File: src/sv/bpe_pkg.sv
// shared types, codes and limits for the bacnet primitive encoder
package bpe_pkg;

	// packed word widths on the stream ports, rounded up to whole bytes
	localparam int IN_W  = 184;
	localparam int OUT_W = 88;

	// requested primitive kind
	typedef enum logic [3:0] {
		OP_NULL       = 4'd0,
		OP_BOOL       = 4'd1,
		OP_UNS        = 4'd2,
		OP_SIGNED     = 4'd3,
		OP_REAL       = 4'd4,
		OP_DOUBLE     = 4'd5,
		OP_ENUM       = 4'd6,
		OP_DATE       = 4'd7,
		OP_TIME       = 4'd8,
		OP_OID        = 4'd9,
		OP_CTX_UNS    = 4'd10,
		OP_CTX_ENUM   = 4'd11,
		OP_CTX_SIGNED = 4'd12,
		OP_CTX_BOOL   = 4'd13,
		OP_OPEN       = 4'd14,
		OP_CLOSE      = 4'd15
	} op_t;

	// result status
	typedef enum logic [1:0] {
		ST_OK   = 2'd0,
		ST_BAD  = 2'd1,
		ST_TAG  = 2'd2,
		ST_ROOM = 2'd3
	} status_t;

	// application tag numbers
	localparam logic [3:0] TAG_NULL   = 4'd0;
	localparam logic [3:0] TAG_BOOL   = 4'd1;
	localparam logic [3:0] TAG_UNS    = 4'd2;
	localparam logic [3:0] TAG_SIGNED = 4'd3;
	localparam logic [3:0] TAG_REAL   = 4'd4;
	localparam logic [3:0] TAG_DOUBLE = 4'd5;
	localparam logic [3:0] TAG_ENUM   = 4'd9;
	localparam logic [3:0] TAG_DATE   = 4'd10;
	localparam logic [3:0] TAG_TIME   = 4'd11;
	localparam logic [3:0] TAG_OID    = 4'd12;

	// lvt codes for opening and closing tags, and the extended length marker
	localparam logic [2:0] LVT_OPEN    = 3'd6;
	localparam logic [2:0] LVT_CLOSE   = 3'd7;
	localparam logic [2:0] LVT_EXT_LEN = 3'd5;

	// range limits
	localparam logic [30:0] REAL_INF     = 31'h7F800000;
	localparam logic [62:0] DOUBLE_INF   = 63'h7FF0000000000000;
	localparam logic [15:0] YEAR_MIN     = 16'd1900;
	localparam logic [15:0] YEAR_MAX     = 16'd2154;
	localparam logic [15:0] YEAR_ANY     = 16'hFFFF;
	localparam logic [7:0]  FIELD_ANY    = 8'hFF;
	localparam logic [7:0]  TAG_RESERVED = 8'hFF;
	localparam logic [7:0]  TAG_EXT_MIN  = 8'd15;
	localparam logic [15:0] OTYPE_MAX    = 16'd1023;
	localparam logic [31:0] OINST_MAX    = 32'h003FFFFF;

	// input word, first field in the lowest bits
	typedef struct packed {
		logic [3:0]  pad;
		logic [7:0]  space_left;
		logic [31:0] object_instance;
		logic [15:0] object_type;
		logic [7:0]  hundredths;
		logic [7:0]  weekday_or_second;
		logic [7:0]  day_or_minute;
		logic [7:0]  month_or_hour;
		logic [15:0] year;
		logic [63:0] value;
		logic [7:0]  tag_number;
		logic [3:0]  operation;
	} in_item_t;

	// result word, first field in the lowest bits
	typedef struct packed {
		logic [1:0]  pad;
		status_t     status;
		logic [3:0]  octet_count;
		logic [63:0] encoded_tail;
		logic [15:0] encoded_head;
	} out_item_t;

endpackage

File: src/sv/bacnet_primitive_encoder_core.sv
// top level: bacnet primitive encoder, input register, encoder and result register
//
//  channel   dir  width  contents
//  s_*       in   184    one request word (operation .. space_left)
//  m_*       out  88     one encoding word (head, tail, count, status)
//
// one word per cycle sustained while m_tready is high; a result passes through
// the input register, then the result register after the encoder logic.
// arst_n clears both stage valid flags; payload registers are not reset.
// a stall on m_tready holds the result register, and the input register
// keeps accepting until it too is full, so s_tready drops once it holds a word.
module bacnet_primitive_encoder_core (
	input  logic                           clk,
	input  logic                           arst_n,
	input  logic                           s_tvalid,
	output logic                           s_tready,
	// operation, tag_number, value, year, month_or_hour, day_or_minute,
	// weekday_or_second, hundredths, object_type, object_instance, space_left, pad
	input  logic [bpe_pkg::IN_W-1:0]       s_tdata,
	output logic                           m_tvalid,
	input  logic                           m_tready,
	// encoded_head, encoded_tail, octet_count, status, pad
	output logic [bpe_pkg::OUT_W-1:0]      m_tdata
);
	import bpe_pkg::*;

	in_item_t  in_s1;
	logic      v_s1;
	out_item_t enc_res;
	out_item_t out_s2;
	logic      v_s2;
	logic      adv2;
	logic      adv1;

	// pipeline flow control
	assign adv2     = !v_s2 || m_tready;
	assign adv1     = v_s1 && adv2;
	assign s_tready = !v_s1 || adv2;

	// input register valid
	always_ff @(posedge clk or negedge arst_n) begin
		if (!arst_n) begin
			v_s1 <= 1'b0;
		end else if (s_tready) begin
			v_s1 <= s_tvalid;
		end
	end

	// input register payload
	always_ff @(posedge clk) begin
		if (s_tvalid && s_tready) begin
			in_s1 <= in_item_t'(s_tdata);
		end
	end

	bpe_encode u_encode (
		.item (in_s1),
		.res  (enc_res)
	);

	// result register valid
	always_ff @(posedge clk or negedge arst_n) begin
		if (!arst_n) begin
			v_s2 <= 1'b0;
		end else if (adv2) begin
			v_s2 <= v_s1;
		end
	end

	// result register payload
	always_ff @(posedge clk) begin
		if (adv1) begin
			out_s2 <= enc_res;
		end
	end

	assign m_tvalid = v_s2;
	assign m_tdata  = out_s2;

	// an accepted word lands in the input register
	a_in_capture: assert property (@(posedge clk) disable iff (!arst_n)
		s_tvalid && s_tready |=> v_s1)
		else $error("accepted word not held in input register");

	// a word that moves on lands in the result register
	a_stage_move: assert property (@(posedge clk) disable iff (!arst_n)
		adv1 |=> v_s2)
		else $error("word lost between stages");

	// errors carry no octets
	a_err_empty: assert property (@(posedge clk) disable iff (!arst_n)
		m_tvalid && out_s2.status != ST_OK |->
			out_s2.octet_count == 4'd0 && out_s2.encoded_head == 16'd0 &&
			out_s2.encoded_tail == 64'd0)
		else $error("error result carries octets");

	// a good encoding has at least one and at most ten octets
	a_ok_count: assert property (@(posedge clk) disable iff (!arst_n)
		m_tvalid && out_s2.status == ST_OK |->
			out_s2.octet_count != 4'd0 && out_s2.octet_count <= 4'd10)
		else $error("bad octet count on good result");

endmodule

File: src/sv/bpe_encode.sv
// combinational encoder: checks one request and builds its octets
module bpe_encode (
	input  bpe_pkg::in_item_t  item,
	output bpe_pkg::out_item_t res
);
	import bpe_pkg::*;

	op_t         op;
	logic [31:0] lo;
	logic        bad;
	logic        use_raw;
	logic [2:0]  raw;
	logic [3:0]  apptag;
	logic [3:0]  clen;
	logic [63:0] cont;
	logic [2:0]  uns_len;
	logic [2:0]  sgn_len;
	logic [31:0] sgn_x;
	logic [15:0] year_off;
	logic        year_ok;
	logic        ctx;
	logic [7:0]  tnum;
	logic        ext_tag;
	logic        ext_len;
	logic [2:0]  lvt;
	logic [7:0]  tag_oct;
	logic [7:0]  len_oct;
	logic [23:0] hdr;
	logic [1:0]  hdr_n;
	logic [79:0] body;
	logic [79:0] body_sh;
	logic [79:0] enc;
	logic [3:0]  total;
	status_t     status;

	// left-align the significant octets of a 32-bit word
	function automatic logic [31:0] align_up(input logic [31:0] v, input logic [2:0] len);
		logic [31:0] r;
		unique case (len)
			3'd1:    r = {v[7:0], 24'd0};
			3'd2:    r = {v[15:0], 16'd0};
			3'd3:    r = {v[23:0], 8'd0};
			default: r = v;
		endcase
		return r;
	endfunction

	assign op       = op_t'(item.operation);
	assign lo       = item.value[31:0];
	assign sgn_x    = lo[31] ? ~lo : lo;
	assign year_off = item.year - YEAR_MIN;
	assign year_ok  = (item.year == YEAR_ANY) ||
	                  (item.year >= YEAR_MIN && item.year <= YEAR_MAX);

	// minimal octet count, unsigned
	always_comb begin
		priority if (lo[31:24] != 8'd0) uns_len = 3'd4;
		else if (lo[23:16] != 8'd0)     uns_len = 3'd3;
		else if (lo[15:8] != 8'd0)      uns_len = 3'd2;
		else                            uns_len = 3'd1;
	end

	// minimal octet count, two's complement
	always_comb begin
		priority if (sgn_x[31:23] != 9'd0) sgn_len = 3'd4;
		else if (sgn_x[31:15] != 17'd0)    sgn_len = 3'd3;
		else if (sgn_x[31:7] != 25'd0)     sgn_len = 3'd2;
		else                               sgn_len = 3'd1;
	end

	// per-kind checks and content octets
	always_comb begin
		bad     = 1'b0;
		use_raw = 1'b0;
		raw     = 3'd0;
		apptag  = TAG_NULL;
		clen    = 4'd0;
		cont    = 64'd0;
		unique case (op)
			OP_NULL: begin
				apptag = TAG_NULL;
			end
			OP_BOOL: begin
				apptag  = TAG_BOOL;
				use_raw = 1'b1;
				raw     = {2'b00, lo[0]};
			end
			OP_UNS, OP_ENUM, OP_CTX_UNS, OP_CTX_ENUM: begin
				apptag = (op == OP_UNS) ? TAG_UNS : TAG_ENUM;
				bad    = (item.value[63:32] != 32'd0);
				clen   = {1'b0, uns_len};
				cont   = {align_up(lo, uns_len), 32'd0};
			end
			OP_SIGNED, OP_CTX_SIGNED: begin
				apptag = TAG_SIGNED;
				clen   = {1'b0, sgn_len};
				cont   = {align_up(lo, sgn_len), 32'd0};
			end
			OP_REAL: begin
				apptag = TAG_REAL;
				bad    = (lo[30:0] > REAL_INF);
				clen   = 4'd4;
				cont   = {lo, 32'd0};
			end
			OP_DOUBLE: begin
				apptag = TAG_DOUBLE;
				bad    = (item.value[62:0] > DOUBLE_INF);
				clen   = 4'd8;
				cont   = item.value;
			end
			OP_DATE: begin
				apptag = TAG_DATE;
				bad    = !year_ok ||
				         !((item.month_or_hour >= 8'd1 && item.month_or_hour <= 8'd14) ||
				           item.month_or_hour == FIELD_ANY) ||
				         !((item.day_or_minute >= 8'd1 && item.day_or_minute <= 8'd34) ||
				           item.day_or_minute == FIELD_ANY) ||
				         !((item.weekday_or_second >= 8'd1 && item.weekday_or_second <= 8'd7) ||
				           item.weekday_or_second == FIELD_ANY);
				clen   = 4'd4;
				cont   = {((item.year == YEAR_ANY) ? FIELD_ANY : year_off[7:0]),
				          item.month_or_hour, item.day_or_minute,
				          item.weekday_or_second, 32'd0};
			end
			OP_TIME: begin
				apptag = TAG_TIME;
				bad    = !(item.month_or_hour <= 8'd23 || item.month_or_hour == FIELD_ANY) ||
				         !(item.day_or_minute <= 8'd59 || item.day_or_minute == FIELD_ANY) ||
				         !(item.weekday_or_second <= 8'd59 ||
				           item.weekday_or_second == FIELD_ANY) ||
				         !(item.hundredths <= 8'd99 || item.hundredths == FIELD_ANY);
				clen   = 4'd4;
				cont   = {item.month_or_hour, item.day_or_minute, item.weekday_or_second,
				          item.hundredths, 32'd0};
			end
			OP_OID: begin
				apptag = TAG_OID;
				bad    = (item.object_type > OTYPE_MAX) || (item.object_instance > OINST_MAX);
				clen   = 4'd4;
				cont   = {item.object_type[9:0], item.object_instance[21:0], 32'd0};
			end
			OP_CTX_BOOL: begin
				clen = 4'd1;
				cont = {7'd0, lo[0], 56'd0};
			end
			OP_OPEN: begin
				use_raw = 1'b1;
				raw     = LVT_OPEN;
			end
			OP_CLOSE: begin
				use_raw = 1'b1;
				raw     = LVT_CLOSE;
			end
		endcase
	end

	// tag octet with optional extended tag number and extended length
	assign ctx     = (item.operation >= OP_CTX_UNS);
	assign tnum    = ctx ? item.tag_number : {4'd0, apptag};
	assign ext_tag = (tnum >= TAG_EXT_MIN);
	assign ext_len = !use_raw && (clen >= 4'd5);
	assign lvt     = use_raw ? raw : (ext_len ? LVT_EXT_LEN : clen[2:0]);
	assign tag_oct = {(ext_tag ? 4'hF : tnum[3:0]), ctx, lvt};
	assign len_oct = ext_len ? {4'd0, clen} : 8'd0;
	assign hdr     = ext_tag ? {tag_oct, tnum, len_oct} : {tag_oct, len_oct, 8'd0};
	assign hdr_n   = 2'd1 + {1'b0, ext_tag} + {1'b0, ext_len};

	// content placed right after the header octets
	assign body = {cont, 16'd0};
	always_comb begin
		unique case (hdr_n)
			2'd2:    body_sh = body >> 16;
			2'd3:    body_sh = body >> 24;
			default: body_sh = body >> 8;
		endcase
	end

	assign enc   = {hdr, 56'd0} | body_sh;
	assign total = {2'b00, hdr_n} + clen;

	// error priority: value, reserved tag, room
	always_comb begin
		priority if (bad)                                  status = ST_BAD;
		else if (ctx && item.tag_number == TAG_RESERVED)   status = ST_TAG;
		else if ({4'd0, total} > item.space_left)          status = ST_ROOM;
		else                                               status = ST_OK;
	end

	// result word, cleared on any error
	always_comb begin
		res        = '0;
		res.status = status;
		if (status == ST_OK) begin
			res.encoded_head = enc[79:64];
			res.encoded_tail = enc[63:0];
			res.octet_count  = total;
		end
	end

endmodule
File: config.mk
export PLATFORM = sky130hd
export DESIGN_NAME = bacnet_primitive_encoder_core
export DESIGN_NICKNAME = d
export VERILOG_FILES = /design/src/sv/bpe_pkg.sv /design/src/sv/bacnet_primitive_encoder_core.sv /design/src/sv/bpe_encode.sv
export SDC_FILE = /design/constraint.sdc
export NUM_CORES = 1
export LEC_CHECK = 0
export BUFFER_PORTS_ARGS = -buffer_cell sky130_fd_sc_hd__buf_2
export CELL_PAD_IN_SITES_DETAIL_PLACEMENT = 1
export CELL_PAD_IN_SITES_GLOBAL_PLACEMENT = 1
export CORE_MARGIN = 4
export CORE_UTILIZATION = 30
export CTS_CLUSTER_SIZE = 16
export DETAILED_ROUTE_END_ITERATION = 6
export PLACE_DENSITY_LB_ADDON = 0.2
export SLEW_MARGIN = 20
export SYNTH_ARGS = -nofsm -noshare
export SYNTH_HDL_FRONTEND = slang
export SYNTH_SLANG_ARGS = --single-unit
File: constraint.sdc
create_clock -name clk -period 7.4 [get_ports clk]
set_clock_uncertainty 0.1 [all_clocks]
set_input_delay 0.74 -clock clk [delete_from_list [all_inputs] [get_ports clk]]
set_output_delay 0.74 -clock clk [all_outputs]
set_load 0.01 [all_outputs]
# Word-level counts from Yosys, hierarchy flattened
# Index checks and enable logic that the tools add are counted.
# Widths: inputs -> output; s select.
dict set report totals {
  mem_bits_rw 0
  in_bits 188
  mem_bits_ro 0
  latch_bits 0
  out_inout_bits 90
  mem_count 0
  regBits 268
}
dict set report classes {
  n_addsub 4
  shift 0
  n_mul 0
  bitwise 2
  n_div 0
  n_eq_ne 29
  order_cmp 20
  muxes 27
  reduce_logical 48
}
# operator n
set op_table {}
lappend op_table {{$pmux 64 s8} 1}
lappend op_table {{$pmux 32 s3} 2}
lappend op_table {{$pmux 72 s2} 1}
lappend op_table {{$or 80x72->80} 1}
lappend op_table {{$gt 63x63->1 const B} 1}
lappend op_table {{$eq 8x8->1 const B} 5}
lappend op_table {{$eq 4x4->1 const B} 8}
lappend op_table {{$gt 32x22->1 const B} 1}
lappend op_table {{$mux 32} 1}
lappend op_table {{$not 32->32} 1}
lappend op_table {{$pmux 4 s8} 1}
lappend op_table {{$reduce_bool 32->1} 1}
lappend op_table {{$gt 31x31->1 const B} 1}
lappend op_table {{$reduce_bool 25->1} 1}
lappend op_table {{$ge 8x1->1 const B} 3}
lappend op_table {{$le 8x6->1 const B} 3}
lappend op_table {{$reduce_bool 8->1} 3}
lappend op_table {{$pmux 4 s5} 1}
lappend op_table {{$logic_or 1x1->1} 17}
lappend op_table {{$reduce_bool 17->1} 1}
lappend op_table {{$eq 16x16->1 const B} 1}
lappend op_table {{$eq 4x3->1 const B} 4}
lappend op_table {{$ge 16x11->1 const B} 1}
lappend op_table {{$gt 16x10->1 const B} 1}
lappend op_table {{other kinds (33)} 69}

# Depth between registers and ports, before layout
# Gate-level depths: netlist of run 1.
dict set report logic_depth {
  ltp_word 16
  mapped_depth 24
}

# By module
# From an unflattened synthesis of run 1, not the netlist that was laid out.
dict set report hier_totals {
  hier_cells 1092
  hier_area_um2 13355.3
}
# module area_per_inst_um2 seq_area_each_um2 instances cells_each
set by_module_without_submodules {}
lappend by_module_without_submodules {bacnet_primitive_encoder_core 8271.7 8217.9 1 280}
lappend by_module_without_submodules {bpe_encode 5083.6 0.0 1 812}

# Least setup slack after synthesis of run 1
# OpenSTA, ideal clock, no wires.
dict set report synth_path {
  path_kind {input-to-reg}
  start {input m_tready}
  end {register in_s1[0] (netlist bit), enable pin}
  required_ns 6.738
  setup_ns 0.562
  setup_slack_ns 1.667
  path_buffers 0
  cell_stages 2
  arrival_ns 5.071
  cell_sequence {nand3b_1 and2_1}
}
dict set report synth_via {
  elab_chain_cells 3
}
# element line_no
set synth_rtl {}
lappend synth_rtl {{start, declared} bacnet_primitive_encoder_core.sv:21} ;# input logic m_tready,
lappend synth_rtl {{$logic_or 1x1->1} bacnet_primitive_encoder_core.sv:36} ;# assign adv2 = !v_s2 || m_tready;
lappend synth_rtl {{$logic_or 1x1->1} bacnet_primitive_encoder_core.sv:38} ;# assign s_tready = !v_s1 || adv2;
lappend synth_rtl {{$logic_and 1x1->1} bacnet_primitive_encoder_core.sv:51} ;# if (s_tvalid && s_tready) begin
lappend synth_rtl {{end signal, assigned} bacnet_primitive_encoder_core.sv:52} ;# in_s1 <= in_item_t'(s_tdata);
lappend synth_rtl {{end, declared} bacnet_primitive_encoder_core.sv:27} ;# in_item_t in_s1;
# Every way passes these cells.
# A chain may end at the register's enable or synchronous reset.

# Worst setup path after layout of run 1
dict set report layout_path {
  start {register in_s1[43] (netlist bit)}
  end {register out_s2 (netlist bit m_tdata[68]) (data pin)}
}
dict set report layout_via {
  elab_chain_cells 16
  elab_cells_between_ends 35
}
# element line_no
set layout_rtl {}
lappend layout_rtl {{$not 32->32} bpe_encode.sv:50} ;# assign sgn_x = lo[31] ? ~lo : lo;
lappend layout_rtl {{$mux 32} bpe_encode.sv:50}
lappend layout_rtl {{$reduce_bool 25->1} bpe_encode.sv:67} ;# else if (sgn_x[31:7] != 25'd0) sgn_len = 3'd2;
lappend layout_rtl {{$mux 2} bpe_encode.sv:67}
lappend layout_rtl {{$mux 3} bpe_encode.sv:66} ;# else if (sgn_x[31:15] != 17'd0) sgn_len = 3'd3;
lappend layout_rtl {{$mux 3} bpe_encode.sv:65} ;# priority if (sgn_x[31:23] != 9'd0) sgn_len = 3'd4;
lappend layout_rtl {{$pmux 4 s5 (*)} bpe_encode.sv:79} ;# unique case (op)
lappend layout_rtl {{$ge 4x3->1} bpe_encode.sv:161} ;# assign ext_len = !use_raw && (clen >= 4'd5);
lappend layout_rtl {{$logic_and 1x1->1} bpe_encode.sv:161}
lappend layout_rtl {{$add 2x1->2} bpe_encode.sv:166} ;# assign hdr_n = 2'd1 + {1'b0, ext_tag} + {1'b0, ext_len};
lappend layout_rtl {{$add 2x4->4 (*)} bpe_encode.sv:179} ;# assign total = {2'b00, hdr_n} + clen;
lappend layout_rtl {{net u_encode.total[2]} bpe_encode.sv:33} ;# logic [3:0] total;
lappend layout_rtl {{$gt 4x8->1 (*)} bpe_encode.sv:185} ;# else if ({4'd0, total} > item.space_left) status = ST_ROOM;
lappend layout_rtl {{$mux 2 (*)} bpe_encode.sv:185}
lappend layout_rtl {{$mux 2 (*)} bpe_encode.sv:184} ;# else if (ctx && item.tag_number == TAG_RESERVED) status = ST_TAG;
lappend layout_rtl {{$mux 2 (*)} bpe_encode.sv:183} ;# priority if (bad) status = ST_BAD;
lappend layout_rtl {{$logic_not 2->1 (*)} bpe_encode.sv:193} ;# if (status == ST_OK) begin
lappend layout_rtl {{end signal, assigned} bacnet_primitive_encoder_core.sv:73} ;# out_s2 <= enc_res;
lappend layout_rtl {{end, declared} bacnet_primitive_encoder_core.sv:30} ;# out_item_t out_s2;
# The timed path passes the listed nets; every way through them passes the cells marked *.

==> impl_metrics.py, run 1 <==
metrics = {
    "global_routing": {
        "grtUsageMet1": 0.310,
        "track_usage": 0.215,
        "grt_pass1_vias": 11100,
        "grt_overflow_total": 0,
        "busiest_layer": "met2",
        "antenna_found_initial": 0,
        "grt_pass1_wl_mm": 76.1,
        "grt_util_met2": 0.341,
        "grt_max_degree": 81,
        "met3_usage": 0.0304,
    },
    "place": {
        "gp_congestion": 0.911,
        "dp_hpwl_mm": 38.6,
        "numPortBuffers": 271,
        "pre_cts_slack_ns": 1.48,
    },
    "worst_setup_path": {
        "cp_slowest_cell": "edfxtp_1",
        "path_cells": "inv_1 -> ha_1 -> nor4b_2 -> and2_1 -> o21bai_1 -> buf_4 -> or2_2 -> nor3_1 -> xnor2_1 -> ha_1 -> o21a_1 -> o21ai_0 -> a21oi_1 -> nor2_1 -> nand3_2 -> buf_12 -> nor3_1",
        "critPathRequiredTime_ns": 7.69,
        "critPathArrivalTime_ns": 6.31,
        "critPathKind": "register to register",
        "cp_slowest_stage_delay_ns": 0.66,
        "critPathMaxFanout": 61,
        "end_kind": "register",
        "cp-start-kind": "register",
        "rrSetupSlack_ns": 1.39,
        "path_buf_inv": 3,
        "cpLargestDelayFamily": "simple AND/OR/NAND/NOR gates",
    },
    "synthesis": {
        "synth_cell_types": 80,
        "synth_edf_count": 266,
        "synth_seq_area_share": 0.613,
        "synthArstFlopShare": 0.00746,
        "ys_seq_elements": 268,
        "netlist_instances": 1087,
        "synthFlopType": "edfxtp_1",
        "ys_warn_count": 0,
        "postSynthAreaPerCell_um2": 12.1,
        "netlist_area_mm2": 0.0131,
    },
    "power_and_ir_drop": {
        "seq_power_share": 0.498,
        "p_leak_nw": 5.82,
        "power_frac_comb": 0.135,
        "peakVddDrop_mv": 0.150,
        "swShare": 0.270,
        "power.clock.fraction": 0.367,
        "p_per_area_mw_per_mm2": 242,
        "p_sw_mw": 1.04,
        "intPower_mw": 2.82,
    },
    "timing": {
        "max_freq_mhz": 166,
        "finalCritPeriodShare": 0.813,
        "final-setup-viol-count": 0,
        "fin_crit_ns": 6.01,
        "tightestPinTransition_ns": 0.941,
        "final.setup.tns_ns": 0,
        "fin_ws_ns": 1.39,
        "max_slew_margin": 0.373,
        "grt_setup_unrepaired": "false",
        "slew_viol_final": 0,
        "hold_viol": 0,
    },
    "cts": {
        "root_buffer": "clkbuf_16",
        "h-tree-depth": 1,
        "clock_latency_ns": 0.57,
        "cts.sinks": 268,
        "cts_buffer_depth": 3,
        "cts_buffers": 31,
        "path_clk_slew_ns": 0.06,
        "cts_resized": 0,
        "cts_tree": "yes",
    },
    "floorplanning": {
        "fp.dieH_um": 217,
        "io_pins": 278,
        "die-area_mm2": 0.0471,
        "rows": 76,
        "initial_core_util": 0.304,
        "die_w_um": 217,
        "core-area_mm2": 0.0432,
    },
    "detailed_routing": {
        "dr.first_iter.drc_count": 1034,
        "viasPerCell": 5.57,
        "drtAntennaViolNets": 0,
        "firstDrtPassIters": 7,
        "routed_wl_mm": 52.3,
        "route.detailed.drc": 7,
        "drt-wirelength-per-cell_um": 27.1,
        "vias": 10800,
    },
    "outcome": {
        "violations": "design-rule violations",
        "status": "complete, but fails checks",
    },
    "job": {
        "drv_cap": 0,
    },
    "final_layout": {
        "antennaDiodeCount": 0,
        "finalNetCount": 1528,
        "drive_above_1_share": 0.273,
        "area_growth_pct": 22.1,
    },
    "min_path": {
        "holdCritPathClass": "input port to register",
    },
}
## registers in the layout, summed over array words and instances, names as in the netlist
name,count
in_s1,180
m_tvalid,1
m_tdata,86
v_s1,1
## area by class of cell
cell class | instances | area, um^2
fillers | 4779 | 27200
inverters | 28 | 105
clock buffers | 36 | 795
multi-input cells | 700 | 4630
clock inverters | 15 | 128
well taps | 585 | 732
repair buffers | 299 | 1580
flip-flops and latches | 268 | 8040
## stage by stage
| step | util | hold WS (ns) | power (mW) | cell area (um^2) | instances |
|---|---|---|---|---|---|
| floorplan | - | 0.344 | 2.21 | 13100 | 1088 |
| global placement | 0.349 | 0.368 | 2.47 | 15100 | 1879 |
| detailed placement | 0.349 | 0.391 | 2.48 | 15100 | 1879 |
| CTS | 0.371 | 0.213 | 3.91 | 16000 | 1931 |
| global route | 0.371 | 0.217 | 4.03 | 16000 | 1931 |
| finish | 0.371 | 0.244 | 3.87 | 16000 | 1931 |
## timing repair
item | CTS | global route
hold endpoints to repair | 2 | 0
buffers inserted | 0 | 0
hold buffers | 1 | 0
## kinds of logic after synthesis
group | synth area share
compound gates | 0.181
other cells | 0.000286
xor+xnor | 0.00334
fa+ha+maj | 0.0120
buf+inv | 0.0374
mux | 0.0116
flops | 0.613
simple gates | 0.141
## per-layer routing
metal  vias to the layer above  part of all wire  routed length, um
met3                        79             0.074               3860
met4                         0             0.027               1430
met1                      5344              0.44              23100
met5                         -                 0                  0
li1                       4853                 -                  -
met2                       477              0.46              23900
## synthesized netlist by cell type, types with 5 or more instances
| cell | number | share of area |
|---|---|---|
| a2111oi_0 | 8 | 0.0053 |
| a211oi_1 | 7 | 0.0040 |
| a21oi_1 | 30 | 0.011 |
| a221o_1 | 27 | 0.021 |
| a221oi_1 | 40 | 0.027 |
| a222oi_1 | 13 | 0.0099 |
| a22oi_1 | 46 | 0.026 |
| a31oi_1 | 5 | 0.0024 |
| and2_1 | 10 | 0.0048 |
| and3_1 | 6 | 0.0029 |
| buf_1 | 6 | 0.0017 |
| buf_2 | 8 | 0.0031 |
| clkbuf_1 | 72 | 0.021 |
| edfxtp_1 | 266 | 0.61 |
| ha_1 | 11 | 0.010 |
| inv_1 | 26 | 0.0074 |
| mux2i_1 | 13 | 0.0099 |
| nand2_1 | 68 | 0.019 |
| nand2b_1 | 8 | 0.0038 |
| nand3_1 | 22 | 0.0084 |
| nand4_1 | 21 | 0.010 |
| nor2_1 | 90 | 0.026 |
| nor2b_1 | 8 | 0.0038 |
| nor3_1 | 60 | 0.023 |
| nor4_1 | 24 | 0.011 |
| o2111ai_1 | 6 | 0.0040 |
| o211ai_1 | 5 | 0.0029 |
| o21a_1 | 6 | 0.0034 |
| o21ai_0 | 58 | 0.022 |
| o22ai_1 | 6 | 0.0029 |
| o31ai_1 | 5 | 0.0029 |
| or4_1 | 9 | 0.0052 |
| xnor2_1 | 5 | 0.0033 |
## final timing paths
check                                    startpoint                         to  depth (start not counted)
worst max-delay path            in_s1[43]$_DFFE_PP_  m_tdata[68]$_SDFFCE_PP0P_                         17
worst min-delay path                   s_tdata[153]       in_s1[153]$_DFFE_PP_                          1
worst max register to register  in_s1[43]$_DFFE_PP_  m_tdata[68]$_SDFFCE_PP0P_                         17
worst min register to register     v_s1$_DFFE_PN0N_       m_tvalid$_DFFE_PN0P_                          1
max in group asynchronous                    arst_n       m_tvalid$_DFFE_PN0P_                          2
min in group asynchronous                    arst_n           v_s1$_DFFE_PN0N_                          2
## placed cells by master, fill, tap and decap left out, types with 5 or more instances in the layout
master	netlist	final
buf_2	8	271
edfxtp_1	266	266
nor2_1	90	90
nand2_1	68	68
nor3_1	60	60
o21ai_0	58	58
a22oi_1	46	46
a221oi_1	40	40
clkbuf_16	0	31
a21oi_1	30	30
a221o_1	27	27
inv_1	26	26
buf_4	4	26
nor4_1	24	24
nand4_1	21	21
nand3_1	22	21
mux2i_1	13	13
a222oi_1	13	13
ha_1	11	10
or4_1	9	9
and2_1	10	8
clkinv_1	2	8
nor2b_1	8	8
nand2b_1	8	8
a2111oi_0	8	8
a211oi_1	7	7
and3_1	6	6
o22ai_1	6	6
o2111ai_1	6	6
o21a_1	6	6
o31ai_1	5	5
a31oi_1	5	5
xnor2_1	5	5
o211ai_1	5	5
clkbuf_1	72	5
## power groups by stage
stage          clock, mW  combinational (mW)  sequential [mW]
2_1_floorplan          0               0.289             1.92
3_3_place_gp           0               0.516             1.95
3_5_place_dp           0               0.523             1.96
4_1_cts             1.46               0.526             1.93
5_1_grt             1.53               0.570             1.94
6_report            1.42               0.524             1.93
(Power assumes the default switching activity.)
==> inputs of run 2 (changes only) <==
clock period = 5.46 ns   (was 7.4 ns; I/O delays follow)
==> run 2 against run 1 <==
Net effect:
- die area is the same
- clock power grew 37%
- cell count increased by 2.8%
- design area up 2.7%
- the run now ends clean
- register-to-register slack worse by 1.0 ns
- sequential share of layout area fell by 1.3 points
- setup slack got worse by 1.0 ns
==> impl_metrics.py, run 2 (same netlist as run 1, synthesis figures left out) <==
metrics = {
    "place": {
        "dp_hpwl_mm": 40.5,
        "gp_congestion": 0.936,
        "numPortBuffers": 271,
    },
    "final_layout": {
        "n_fill_cell": 4778,
        "finalNetCount": 1576,
        "fin_util": 0.381,
        "antennaDiodeCount": 0,
        "largest_register_ffs": 180,
        "layout_commonest_cell": "buf_2",
        "mostFrequentLayoutCells": "buf_2, edfxtp_1, nor2_1, buf_4, nand2_1",
        "area_growth_pct": 25.5,
        "regMostFlops": "in_s1",
        "drive_above_1_share": 0.300,
    },
    "detailed_routing": {
        "viasPerCell": 5.47,
        "vias": 10900,
        "drt-wirelength-per-cell_um": 26.9,
        "firstDrtPassIters": 6,
        "drtAntennaViolNets": 0,
        "dr.first_iter.drc_count": 1036,
        "route.detailed.drc": 0,
        "routed_wl_mm": 53.3,
    },
    "floorplanning": {
        "die_w_um": 217,
        "die-area_mm2": 0.0471,
        "fp.dieH_um": 217,
        "io_pins": 278,
        "rows": 76,
        "initial_core_util": 0.304,
        "core-area_mm2": 0.0432,
    },
    "min_path": {
        "holdCritPathClass": "input port to register",
    },
    "timing": {
        "tightestPinTransition_ns": 0.895,
        "final.setup.tns_ns": 0,
        "fin_crit_ns": 5.12,
        "grt_setup_unrepaired": "false",
        "hold_viol": 0,
        "max_freq_mhz": 195,
        "max_slew_margin": 0.403,
        "final-setup-viol-count": 0,
        "finalCritPeriodShare": 0.937,
        "slew_viol_final": 0,
    },
    "power_and_ir_drop": {
        "p_leak_nw": 6.08,
        "peakVddDrop_mv": 0.204,
        "p_per_area_mw_per_mm2": 323,
    },
    "worst_setup_path": {
        "r2r_cells": 19,
        "critPathRequiredTime_ns": 5.71,
        "critPathKind": "register to register",
        "critPathArrivalTime_ns": 5.37,
        "cp-start-kind": "register",
        "timing.rr.start": "in_s1[2]$_DFFE_PP_",
        "startpoint": "in_s1[2]$_DFFE_PP_",
        "regToRegEndpoint": "m_tdata[63]$_SDFFCE_PP0P_",
        "critPathMaxFanout": 38,
        "end_kind": "register",
        "rrSetupSlack_ns": 0.34,
        "crit_path_end": "m_tdata[63]$_SDFFCE_PP0P_",
    },
    "cts": {
        "h-tree-depth": 1,
        "cts_buffers": 30,
        "cts_tree": "yes",
        "cts.sinks": 268,
        "cts_buffer_depth": 3,
        "path_clk_slew_ns": 0.06,
        "root_buffer": "clkbuf_16",
        "clock_latency_ns": 0.58,
    },
    "global_routing": {
        "antenna_found_initial": 1,
        "grt_max_degree": 130,
        "grt_overflow_total": 0,
        "track_usage": 0.219,
        "grt_pass1_vias": 11500,
        "grt_pass1_wl_mm": 77.7,
    },
    "outcome": {
        "status": "complete, no violations",
    },
    "job": {
        "drv_cap": 0,
    },
}
==> run 2: area by class of cell <==
class / count / area, um^2 / share of cell area
Inverter: 28 / 105 / 0.00639
Tap cell: 585 / 732 / 0.0445
Clock buffer: 38 / 802 / 0.0488
Timing Repair Buffer: 348 / 1970 / 0.120
Clock inverter: 18 / 146 / 0.00890
Sequential cell: 268 / 8040 / 0.489
Multi-Input combinational cell: 700 / 4650 / 0.283
==> run 2: metal layers <==
layer,part of all wire,track usage,vias to the layer above
met4,0.027,0.0600,0
met2,0.48,0.361,426
met1,0.43,0.299,5417
li1,-,-,4946
met5,0,0,-
met3,0.063,0.0417,73
==> run 2: power by group <==
group	internal (mW)	switching, mW
clock network	1.13	0.823
registers	2.46	0.114
logic	0.282	0.506
total	3.87	1.44
==> run 2: critical path: stages, from the launching register on <==
cell and delay, ns:
edfxtp_1 0.57, nor2_1 0.17, a22o_1 0.21, a32oi_1 0.30, nor2_1 0.09, a31o_2 0.32
ha_1 0.31, inv_1 0.19, ha_1 0.23, fa_1 0.47, ha_1 0.31, nor2b_1 0.14
o21a_1 0.16, o21ai_0 0.18, a21oi_1 0.14, nor2_1 0.18, nand3_2 0.12, buf_12 0.21
buf_12 0.17, nor3_1 0.30
==> run 2: how the worst min path moves through the flow <==
stage / start / endpoint / cells after the start
3_5_place_dp: arst_n / v_s1$_DFFE_PN0N_ / 1
6_report: s_tdata[27] / in_s1[27]$_DFFE_PP_ / 1
4_1_cts: s_tdata[27] / in_s1[27]$_DFFE_PP_ / 1
2_1_floorplan: arst_n / m_tvalid$_DFFE_PN0P_ / 0
5_1_grt: s_tdata[15] / in_s1[15]$_DFFE_PP_ / 1
3_3_place_gp: arst_n / m_tvalid$_DFFE_PN0P_ / 1
==> run 2: stage by stage <==
step                      power, mW  setup WS (ns)  hold WS [ns]  std cells  area [um^2]
after global placement         3.38          0.313         0.232       1924        15400
after floorplan                2.98          0.470         0.150       1088        13100
after detailed placement       3.40          0.332         0.235       1924        15400
after global routing           5.54         0.0495        0.0138       1985        16500
final                          5.31          0.341        0.0361       1985        16500
after CTS                      5.37          0.202       0.00324       1981        16400
==> run 2: what timing repair did <==
action | CTS | global route
hold buffers | 1 | 0
setup endpoints to repair | 0 | 10
endpoints found under the hold margin | 2 | 0
setup buffers | 0 | 4
gates resized for setup | 0 | 4
